File: src/hdl/r12_pkg.sv
// shared types and constants for the raw12 unpack plane router
package r12_pkg;

   // fixed field widths
   localparam int BYTE_BITS  = 8;
   localparam int NIB_BITS   = 4;
   localparam int PIX_BITS   = 12;
   localparam int COL_BITS   = 12;
   localparam int GRP_BITS   = 12;
   localparam int STEP_BITS  = 4;
   localparam int DEST_BITS  = 20;
   localparam int CSR_IDX_BITS  = 3;
   localparam int CSR_DATA_BITS = 20;

   // register indexes on the csr port
   localparam logic [CSR_IDX_BITS-1:0] CSR_MODE        = 3'd0;
   localparam logic [CSR_IDX_BITS-1:0] CSR_FRAME_WIDTH = 3'd1;
   localparam logic [CSR_IDX_BITS-1:0] CSR_IR_BASE     = 3'd2;
   localparam logic [CSR_IDX_BITS-1:0] CSR_LINE_GROUPS = 3'd3;
   localparam logic [CSR_IDX_BITS-1:0] CSR_STEPBACK    = 3'd4;

   // smallest usable row width in alternating mode
   localparam logic [COL_BITS-1:0] MIN_WIDTH = 12'd2;

   typedef enum logic [1:0] {
      MODE_DEPTH = 2'd0,
      MODE_IR    = 2'd1,
      MODE_ALT   = 2'd2,
      MODE_RAW   = 2'd3
   } mode_type;

   // configuration as seen by the index unit
   typedef struct packed {
      mode_type               mode;
      logic [COL_BITS-1:0]    frame_width;
      logic [DEST_BITS-1:0]   ir_plane_base;
      logic [GRP_BITS-1:0]    raw_line_groups;
      logic [STEP_BITS-1:0]   raw_stepback;
   } cfg_type;

   // destination chosen for one item
   typedef struct packed {
      logic                  plane;
      logic [DEST_BITS-1:0]  dest_index;
   } route_type;

   typedef struct packed {
      logic [BYTE_BITS-1:0] byte_a;
      logic [BYTE_BITS-1:0] byte_b;
      logic [BYTE_BITS-1:0] byte_c;
      logic                 frame_start;
   } req_item_type;

   typedef struct packed {
      logic [PIX_BITS-1:0]  pixel_first;
      logic [PIX_BITS-1:0]  pixel_second;
      logic                 plane;
      logic [DEST_BITS-1:0] dest_index;
   } rsp_item_type;

endpackage

File: src/hdl/r12_unpack_lane.sv
// one pixel lane: joins an upper byte and a nibble into a 12-bit pixel
module r12_unpack_lane
   import r12_pkg::*;
(
   input  logic [BYTE_BITS-1:0] upper,
   input  logic [NIB_BITS-1:0]  nibble,
   output logic [PIX_BITS-1:0]  pixel
);

   // upper byte on top, nibble below
   assign pixel = {upper, nibble};

endmodule

File: src/hdl/r12_index_unit.sv
// write index counters and plane selection for each accepted item
module r12_index_unit
   import r12_pkg::*;
#(
   parameter int INDEX_BITS = 20
)
(
   input  logic      clock,
   input  logic      reset,
   input  logic      advance,
   input  logic      frame_start,
   input  cfg_type   cfg,
   output route_type route
);

   logic [INDEX_BITS-1:0] depth_idx_ff, depth_idx_in;
   logic [INDEX_BITS-1:0] ir_cnt_ff, ir_cnt_in;
   logic [COL_BITS-1:0]   col_ff, col_in;
   logic                  row_odd_ff, row_odd_in;
   logic [GRP_BITS-1:0]   grp_ff, grp_in;

   logic [INDEX_BITS-1:0] depth_cur, ir_cnt_cur, ir_at, depth_base, at;
   logic [COL_BITS-1:0]   col_cur, width;
   logic                  row_odd_cur, plane;
   logic [GRP_BITS-1:0]   grp_cur;
   logic [COL_BITS:0]     col_sum, col_sub;

   // counters as they stand after an optional frame restart
   always_comb begin
      depth_cur   = frame_start ? '0 : depth_idx_ff;
      ir_cnt_cur  = frame_start ? '0 : ir_cnt_ff;
      col_cur     = frame_start ? '0 : col_ff;
      row_odd_cur = frame_start ? 1'b0 : row_odd_ff;
      grp_cur     = frame_start ? '0 : grp_ff;
   end

   // ir plane address and row width clamp
   assign ir_at = INDEX_BITS'(cfg.ir_plane_base) + ir_cnt_cur;
   assign width = (cfg.frame_width < MIN_WIDTH) ? MIN_WIDTH : cfg.frame_width;
   assign col_sum = {1'b0, col_cur} + (COL_BITS+1)'(2);
   assign col_sub = col_sum - {1'b0, width};

   // per mode routing and counter updates
   always_comb begin
      depth_idx_in = depth_cur;
      ir_cnt_in    = ir_cnt_cur;
      col_in       = col_cur;
      row_odd_in   = row_odd_cur;
      grp_in       = grp_cur;
      depth_base   = depth_cur;
      plane        = 1'b0;
      at           = depth_cur;
      unique case (cfg.mode)
         MODE_DEPTH: begin
            at           = depth_cur;
            depth_idx_in = depth_cur + INDEX_BITS'(2);
         end
         MODE_IR: begin
            plane     = 1'b1;
            at        = ir_at;
            ir_cnt_in = ir_cnt_cur + INDEX_BITS'(2);
         end
         MODE_ALT: begin
            if (row_odd_cur) begin
               plane     = 1'b1;
               at        = ir_at;
               ir_cnt_in = ir_cnt_cur + INDEX_BITS'(2);
            end else begin
               at           = depth_cur;
               depth_idx_in = depth_cur + INDEX_BITS'(2);
            end
            if (col_sum >= {1'b0, width}) begin
               col_in     = col_sub[COL_BITS-1:0];
               row_odd_in = ~row_odd_cur;
            end else begin
               col_in = col_sum[COL_BITS-1:0];
            end
         end
         MODE_RAW: begin
            if (cfg.raw_line_groups == '0) begin
               grp_in = '0;
            end else if (grp_cur >= cfg.raw_line_groups) begin
               depth_base = depth_cur - INDEX_BITS'(cfg.raw_stepback);
               grp_in     = GRP_BITS'(1);
            end else begin
               grp_in = grp_cur + GRP_BITS'(1);
            end
            at           = depth_base;
            depth_idx_in = depth_base + INDEX_BITS'(2);
         end
         default: begin
            at = depth_cur;
         end
      endcase
   end

   assign route.plane      = plane;
   assign route.dest_index = DEST_BITS'(at);

   // counter registers move only on an accepted item
   always_ff @(posedge clock) begin
      if (reset) begin
         depth_idx_ff <= '0;
         ir_cnt_ff    <= '0;
         col_ff       <= '0;
         row_odd_ff   <= 1'b0;
         grp_ff       <= '0;
      end else if (advance) begin
         depth_idx_ff <= depth_idx_in;
         ir_cnt_ff    <= ir_cnt_in;
         col_ff       <= col_in;
         row_odd_ff   <= row_odd_in;
         grp_ff       <= grp_in;
      end
   end

endmodule

File: src/hdl/raw12_unpack_plane_router.sv
// Raw12 unpacker and plane router. Each item is one packed three-byte group and gives one
// result holding two 12-bit pixels, the target plane and the buffer index of the first pixel.
// Two unpack lanes build the pixels side by side while the index unit picks the destination;
// both are merged into one output register. An item is taken every cycle unless the output
// register is full and rsp_ready is low; throughput is set by the index unit's counter update
// (add and compare on the row and line counters). Counters restart on an item's frame_start
// flag. The user must write registers via the csr port only while idle; it is not enforced.
module raw12_unpack_plane_router
   import r12_pkg::*;
#(
   parameter int INDEX_BITS = 20
)
(
   input  logic                     clock,
   input  logic                     reset,
   input  logic                     req_valid,
   output logic                     req_ready,
   input  req_item_type             req_item,
   output logic                     rsp_valid,
   input  logic                     rsp_ready,
   output rsp_item_type             rsp_item,
   input  logic                     csr_valid,
   output logic                     csr_ready,
   input  logic [CSR_IDX_BITS-1:0]  csr_index,
   input  logic [CSR_DATA_BITS-1:0] csr_data
);

   cfg_type      cfg_ff;
   route_type    route;
   logic [PIX_BITS-1:0] pix_first, pix_second;
   logic         accept;
   logic         out_valid_ff;
   rsp_item_type out_item_ff, out_item_in;

   // configuration registers
   assign csr_ready = 1'b1;

   always_ff @(posedge clock) begin
      if (reset) begin
         cfg_ff.mode            <= MODE_ALT;
         cfg_ff.frame_width     <= 12'd640;
         cfg_ff.ir_plane_base   <= 20'd153600;
         cfg_ff.raw_line_groups <= 12'd336;
         cfg_ff.raw_stepback    <= 4'd4;
      end else if (csr_valid) begin
         unique case (csr_index)
            CSR_MODE:        cfg_ff.mode            <= mode_type'(csr_data[1:0]);
            CSR_FRAME_WIDTH: cfg_ff.frame_width     <= csr_data[COL_BITS-1:0];
            CSR_IR_BASE:     cfg_ff.ir_plane_base   <= csr_data[DEST_BITS-1:0];
            CSR_LINE_GROUPS: cfg_ff.raw_line_groups <= csr_data[GRP_BITS-1:0];
            CSR_STEPBACK:    cfg_ff.raw_stepback    <= csr_data[STEP_BITS-1:0];
            default: begin
            end
         endcase
      end
   end

   // input taken whenever the output register is free or draining
   assign req_ready = ~out_valid_ff | rsp_ready;
   assign accept    = req_valid & req_ready;

   // pixel lanes
   r12_unpack_lane u_lane_first (
      .upper  (req_item.byte_a),
      .nibble (req_item.byte_c[NIB_BITS-1:0]),
      .pixel  (pix_first)
   );

   r12_unpack_lane u_lane_second (
      .upper  (req_item.byte_b),
      .nibble (req_item.byte_c[BYTE_BITS-1:NIB_BITS]),
      .pixel  (pix_second)
   );

   // destination index and plane
   r12_index_unit #(
      .INDEX_BITS (INDEX_BITS)
   ) u_index (
      .clock       (clock),
      .reset       (reset),
      .advance     (accept),
      .frame_start (req_item.frame_start),
      .cfg         (cfg_ff),
      .route       (route)
   );

   // merge lanes and route into the result
   always_comb begin
      out_item_in.pixel_first  = pix_first;
      out_item_in.pixel_second = pix_second;
      out_item_in.plane        = route.plane;
      out_item_in.dest_index   = route.dest_index;
   end

   // output register
   always_ff @(posedge clock) begin
      if (reset) begin
         out_valid_ff <= 1'b0;
      end else if (req_ready) begin
         out_valid_ff <= req_valid;
      end
   end

   always_ff @(posedge clock) begin
      if (accept) begin
         out_item_ff <= out_item_in;
      end
   end

   assign rsp_valid = out_valid_ff;
   assign rsp_item  = out_item_ff;

endmodule

File: config.mk
export PLATFORM = sky130hd
export DESIGN_NAME = raw12_unpack_plane_router
export DESIGN_NICKNAME = d
export VERILOG_FILES = /design/src/hdl/r12_pkg.sv /design/src/hdl/r12_unpack_lane.sv /design/src/hdl/r12_index_unit.sv /design/src/hdl/raw12_unpack_plane_router.sv
export SDC_FILE = /design/constraint.sdc
export NUM_CORES = 1
export LEC_CHECK = 0
export ABC_AREA = 1
export BUFFER_PORTS_ARGS = -buffer_cell sky130_fd_sc_hd__buf_2
export CAP_MARGIN = 5
export CORE_ASPECT_RATIO = 1.1
export CORE_UTILIZATION = 60
export CTS_CLUSTER_SIZE = 25
export DETAILED_ROUTE_END_ITERATION = 12
export PLACE_DENSITY = 0.8
export SETUP_SLACK_MARGIN = 0.2
export SYNTH_ARGS = -nofsm -noshare
export SYNTH_HDL_FRONTEND = slang
export SYNTH_SLANG_ARGS = --single-unit
export TNS_END_PERCENT = 50
File: constraint.sdc
create_clock -name clock -period 6.27 [get_ports clock]
set_input_delay 0.9405 -clock clock [delete_from_list [all_inputs] [get_ports clock]]
set_output_delay 0.9405 -clock clock [all_outputs]
set_load 0.02 [all_outputs]
**Yosys cells after proc, flatten, opt, wreduce, memory -nomap -nowiden**

Index checks and enable logic that the tools add are counted.

- Flip-flop bits (word level): 161
- Bits of input ports: 53
- Word-level logic and storage cells: 69

- $add $sub $neg: 8
- Order comparisons: 3
- Equality and inequality tests: 7
- Mux-type cells: 24
- Bitwise logic cells: 4
- Reduce and logical (&&, ||, !) cells: 8

Operator list:

| operator | count |
|---|---|
| 20-bit two-way mux | 8 |
| 12-bit two-way mux | 8 |
| 20-bit case mux with 4 select lines | 1 |
| 20-bit by 2-bit adder with 20-bit output, second input constant | 3 |
| 20-bit case mux with 3 select lines | 1 |
| 20-bit case mux with 2 select lines | 1 |
| 20-bit adder | 1 |
| 20-bit by 4-bit subtractor with 20-bit output | 1 |
| 12-bit by 2-bit adder with 13-bit output, second input constant | 1 |
| 13-bit by 12-bit >= comparator with 1-bit output | 1 |
| 12-bit by 1-bit adder with 12-bit output, second input constant | 1 |
| 12-bit >= comparator | 1 |
| 12-bit logical NOT | 1 |
| 12-bit by 2-bit less-than comparator with 1-bit output, second input constant | 1 |
| 12-bit subtractor | 1 |
| 2-bit AND reduction | 5 |
| 3-bit by 2-bit equality test with 1-bit output, second input constant | 2 |
| 2-bit equality test, second input constant | 2 |
| 1-bit two-way mux | 4 |
| 3-bit by 1-bit equality test with 1-bit output, second input constant | 1 |
| 3-bit equality test, second input constant | 1 |
| 3-bit logical NOT | 1 |
| 2-bit by 1-bit equality test with 1-bit output, second input constant | 1 |
| 2-bit logical NOT | 1 |
| other kinds (4) | 5 |

**Longest topological paths before layout**

- Depth in word-level cells: 7
- Gate-level depth with buffers: 28

**Hierarchy**

A second synthesis with hierarchy kept.

- Cells, all modules: 1,858
- Area total of the unflattened synthesis: 12,323.1 µm²

Modules (own cells, without submodules):

| module | instances | cells an instance | area each (µm²) |
|---|---|---|---|
| r12_index_unit | 1 | 1,485 | 8,677.1 |
| raw12_unpack_plane_router | 1 | 349 | 3,465.8 |
| r12_unpack_lane | 2 | 12 | 90.1 |

**Least setup slack after synthesis**

Ideal clock, no wire load.

- Path type: input-to-reg
- Start: input port req_item[0] in the netlist's numbering
- End: register u_index.row_odd_ff
- Setup time: 119 ps
- Data arrival time: 4,097 ps
- Data required time: 6,151 ps
- Setup slack: 2,053 ps
- Cell stages on the path: 26
- Cell sequence: buf_6 -> clkbuf_1 -> buf_1 -> clkbuf_1 -> nor2_1 -> ha_1 -> nand2_1 -> nor2_1 -> nand2_1 -> nor2_1 -> inv_1 -> o21ai_0 -> nand2_1 -> inv_1 -> ha_1 -> nand2_1 -> nor2_1 -> nand4_1 -> nand4_1 -> o21ai_0 -> nand2_2 -> inv_1 -> nor2_1 -> nand2_1 -> o21ai_0 -> a21oi_1

- Longest elaborated chain between the ends: 5
- Elaborated cells on any way between the ends: 7

Ends and longest elaborated chain:

| element | line | text |
|---|---|---|
| from (decl) | raw12_unpack_plane_router.sv:18 | `input req_item_type req_item,` |
| 12-bit two-way mux | r12_index_unit.sv:32 | `col_cur = frame_start ? '0 : col_ff;` |
| 12-bit by 2-bit adder with 13-bit output | r12_index_unit.sv:40 | `assign col_sum = {1'b0, col_cur} + (COL_BITS+1)'(2);` |
| 13-bit by 12-bit >= comparator with 1-bit output | r12_index_unit.sv:72 | `if (col_sum >= {1'b0, width}) begin` |
| 1-bit two-way mux | r12_index_unit.sv:72 |  |
| 1-bit two-way mux (*) | r12_index_unit.sv:53 | `unique case (cfg.mode)` |
| to (signal assigned) | r12_index_unit.sv:112 | `row_odd_ff <= row_odd_in;` |
| to (decl) | r12_index_unit.sv:19 | `logic row_odd_ff, row_odd_in;` |

Every way passes the cells marked *; elsewhere a longest branch is shown, timed or not.
A chain may end at the register's enable or synchronous reset.

**Worst setup path in the final report**

- Start: input port req_item[0] in the netlist's numbering
- End: register u_index.depth_idx_ff[19]

- Longest elaborated chain between the ends: 7
- Elaborated cells on any way between the ends: 12

Ends and longest elaborated chain:

| element | line | text |
|---|---|---|
| 20-bit two-way mux / 12-bit two-way mux (equally long branches) | r12_index_unit.sv:30, r12_index_unit.sv:34 |  |
| 20-bit by 4-bit subtractor with 20-bit output / 12-bit >= comparator (equally long branches) | r12_index_unit.sv:83, r12_index_unit.sv:82 |  |
| 20-bit two-way mux | r12_index_unit.sv:82 | `end else if (grp_cur >= cfg.raw_line_groups) begin` |
| 20-bit two-way mux | r12_index_unit.sv:80 | `if (cfg.raw_line_groups == '0) begin` |
| 20-bit two-way mux | r12_index_unit.sv:53 |  |
| 20-bit by 2-bit adder with 20-bit output | r12_index_unit.sv:89 | `depth_idx_in = depth_base + INDEX_BITS'(2);` |
| 20-bit case mux with 3 select lines (*) | r12_index_unit.sv:53 |  |
| to (signal assigned) | r12_index_unit.sv:109 | `depth_idx_ff <= depth_idx_in;` |
| to (decl) | r12_index_unit.sv:16 | `logic [INDEX_BITS-1:0] depth_idx_ff, depth_idx_in;` |

Every way passes the cells marked *; elsewhere a longest branch is shown, timed or not. The select of a mux whose other input is x is not followed.

==> summary.txt <==
Setup path
  – Worst setup startpoint: req_item[0]
  – Worst reg2reg endpoint: u_index.depth_idx_ff[17]
  – Worst Setup Start Kind: input port
  – R2R depth: 13
  – Data required, critical path: 6.58 ns
  – Crit Path Category: in2reg
  – CP arrival: 4.86 ns
  – Max FO, Critical Path: 27
  – FF-to-FF Start: cfg_ff[48]
  – Setup crit end: u_index.depth_idx_ff[19]
  – CP endpoint kind: flop
  – R2r setup slk: 1.89 ns

CTS
  – H-tree level count: 4
  – Clock Tree Buf Depth: 2
  – CTS resizes: 0
  – CTS Buf Count: 17
  – Clk pin slew, worst setup/hold paths: 0.07 ns
  – Post-CTS setup buffer count: 0
  – Worst skew pair latency: 0.45 ns
  – CTS tree: done
  – Hold_buf cts: 0
  – Clk sinks: 161
  – CTS root buffer: clkbuf_16

Placement
  – RePlAce Congestion: about 1
  – PortBufs: 99
  – Post-placement cell area: 12,340 um2
  – Placed wire-length estimate: 25.26 mm
  – Place WS: 1.367 ns

Run
  – Max cap viols: 0

Timing
  – Fin worst setup slack: 1.716 ns
  – RSZ-0062 raised after global routing: false
  – Pin slew with the least headroom to its limit: 1.239 ns
  – Count of final max-slew check failures: 0
  – Achievable frequency: 219.6 MHz
  – Final setup vio count: 0
  – Slew headroom: 0.1734
  – Setup Skew: 0.01864 ns
  – Final Hold Fails: 0
  – Setup TNS: 0 ns
  – Final Cycle Share: 0.7264
  – Tmin final: about 4.6 ns

Finish
  – Ant. Diodes: 0
  – Multi-input gate area in the final layout: around 6900 um2
  – Post-route cell area: around 13,000 um2
  – Commonest non-fill, non-tap cell in the layout: nand2_1
  – Most frequent cells in the layout: 346 x nand2_1, 213 x inv_1, 194 x nor2_1
  – Fillers: 1,745
  – Layout cells sized above 1: 0.1192
  – NumNets Final: 1,911
  – Area delta synth->final: 10.07%
  – Register area: 3674 um2

Pwr
  – Pleak: about 5.8 nW
  – Tot Pwr: about 2.7 mW
  – Pwr Density: just over 200 nW/um2
  – Max VDD drop: just over 0.2 mV

GRT
  – Largest net degree at the start of global routing: 90
  – First-pass GRT wire length: 56.21 mm
  – Total gr overflow: 0
  – GR Util All Layers: 0.3559
  – Initial antenna violation count: 0
  – Vias in the first global route: 11,360

Floorplanning
  – Core ar.: 19,160 um2
  – Die width: 135.5 um
  – Row cnt: 53
  – IO Pins: 101
  – Initial core utilization: 0.6138
  – Die height: 148.9 um
  – Die area: 20,170 um2

Synthesis
  – Synth warn: 0
  – Async S/R FF share, synth: 0
  – Primary FF master, synth: dfxtp_1
  – Yosys top cell by area: dfxtp_1
  – EDFF count, synth: 45
  – Synth area leaders: dfxtp_1 20%, edfxtp_1 11%, nand2_1 11%, a21oi_1 6.9%, inv_1 6.8%
  – Synthesized area: 11,760 um2
  – Syn_nets: roughly 1,900
  – Syn Area/Cell: ~6.8 um2
  – Synth top area share: 0.1974
  – Number of synthesized register bits: 161
  – Synth unique cells: 67
  – Synthesized instance count: 1,739
  – Post-synthesis sequential area ratio: 0.3123

Drt
  – Initial DRC Count: around 1,000
  – Via count: 12,270
  – Final WL: about 35 mm
  – Post-route ant nets: 0
  – # DRC: 0
  – Vias per cell: roughly 6
  – WL per Instance: 17.18 um
  – DR pass1 iterations: 5

Status
  – Status: completed

Hold path
  – Worst hold-check path type: reg2reg
final cells by class:
class | instances | share of cell area
Sequential cell | 161 | 0.2837
Timing Repair Buffer | 109 | 0.04407
Clock buffer | 17 | 0.03286
Clock inverter | 15 | 0.01411
Tap cell | 247 | 0.02387
Multi-Input combinational cell | 1279 | 0.5342
Inverter | 231 | 0.06716
state kept, by name (all words and copies together), names as in the netlist:
name                  flops
u_index.row_odd_ff        1
u_index.depth_idx_ff     20
u_index.grp_ff           12
cfg_ff                   50
u_index.col_ff           12
rsp_item                 45
rsp_valid                 1
u_index.ir_cnt_ff        20
worst min path at each step:
stage | startpoint | end | slack, ns | cells after the start
floorplan | cfg_ff[36] | cfg_ff[36] | 0.43 | 2
global placement | u_index.ir_cnt_ff[0] | u_index.ir_cnt_ff[0] | 0.44 | 2
detailed placement | u_index.ir_cnt_ff[0] | u_index.ir_cnt_ff[0] | 0.45 | 2
CTS | u_index.ir_cnt_ff[0] | u_index.ir_cnt_ff[0] | 0.46 | 2
global route | u_index.ir_cnt_ff[19] | u_index.ir_cnt_ff[19] | 0.49 | 2
finish | u_index.ir_cnt_ff[0] | u_index.ir_cnt_ff[0] | 0.46 | 2
power by group:
group	total [mW]	internal, mW	switching, mW
sequential	1.14	1.12	0.0214
combinational	0.429	0.130	0.299
clock	1.09	0.575	0.515
total	2.66	1.82	0.835
Yosys cell counts, drive strengths merged, types with 26 or more instances:
library cell,number
a21oi,167
clkbuf,50
dfxtp,116
edfxtp,45
ha,56
inv,224
nand2,369
nand3,97
nand4,37
nor2,212
o211ai,32
o21ai,154
xor2,26
cells by family after synthesis:
| kind of cell | synth area share |
|---|---|
| other | 0.0003188 |
| buffers and inverters | 0.1003 |
| adder cells (fa/ha/maj) | 0.06467 |
| AO/OA/AOI/OAI | 0.2079 |
| multiplexers | 0.0008510 |
| flip-flops | 0.3123 |
| AND/OR/NAND/NOR | 0.2869 |
| XOR/XNOR | 0.02681 |
metrics by stage:
| step | util | hold WS [ns] | std cells |
|---|---|---|---|
| finish | 0.6756 | 0.4562 | 2059 |
| global route | 0.6756 | 0.4856 | 2059 |
| CTS | 0.6756 | 0.4577 | 2059 |
| detailed placement | 0.6439 | 0.4477 | 2027 |
| global placement | 0.6439 | 0.4427 | 2027 |
| floorplan | - | 0.4300 | 1739 |
metal layers:
metal  part of all wire  global-route usage  vias up
li1                   -                   -     5975
met3              0.074             0.05301      101
met5                  0                   0        -
met1               0.42              0.4508     5595
met2               0.47              0.5931      595
met4              0.035              0.1669        0
critical path, cell delays in order:
cell and delay, ns:
buf_2 0.53, inv_4 0.38, nand2_1 0.21, inv_1 0.07
ha_1 0.29, nand2_1 0.08, nand2_1 0.06, nand2_1 0.06
nand3_1 0.08, nor2_2 0.17, nand2_2 0.35, nand2_1 0.26
nand2_1 0.08, nand2_1 0.15, ha_1 0.18, nand2_1 0.10
nor2_2 0.21, nand2_1 0.16, nor2_2 0.17, nand2_1 0.07
nand2_1 0.06, nand3_1 0.06, nand2_1 0.08, a21oi_2 0.05
Power figures use the tool's default switching activity.
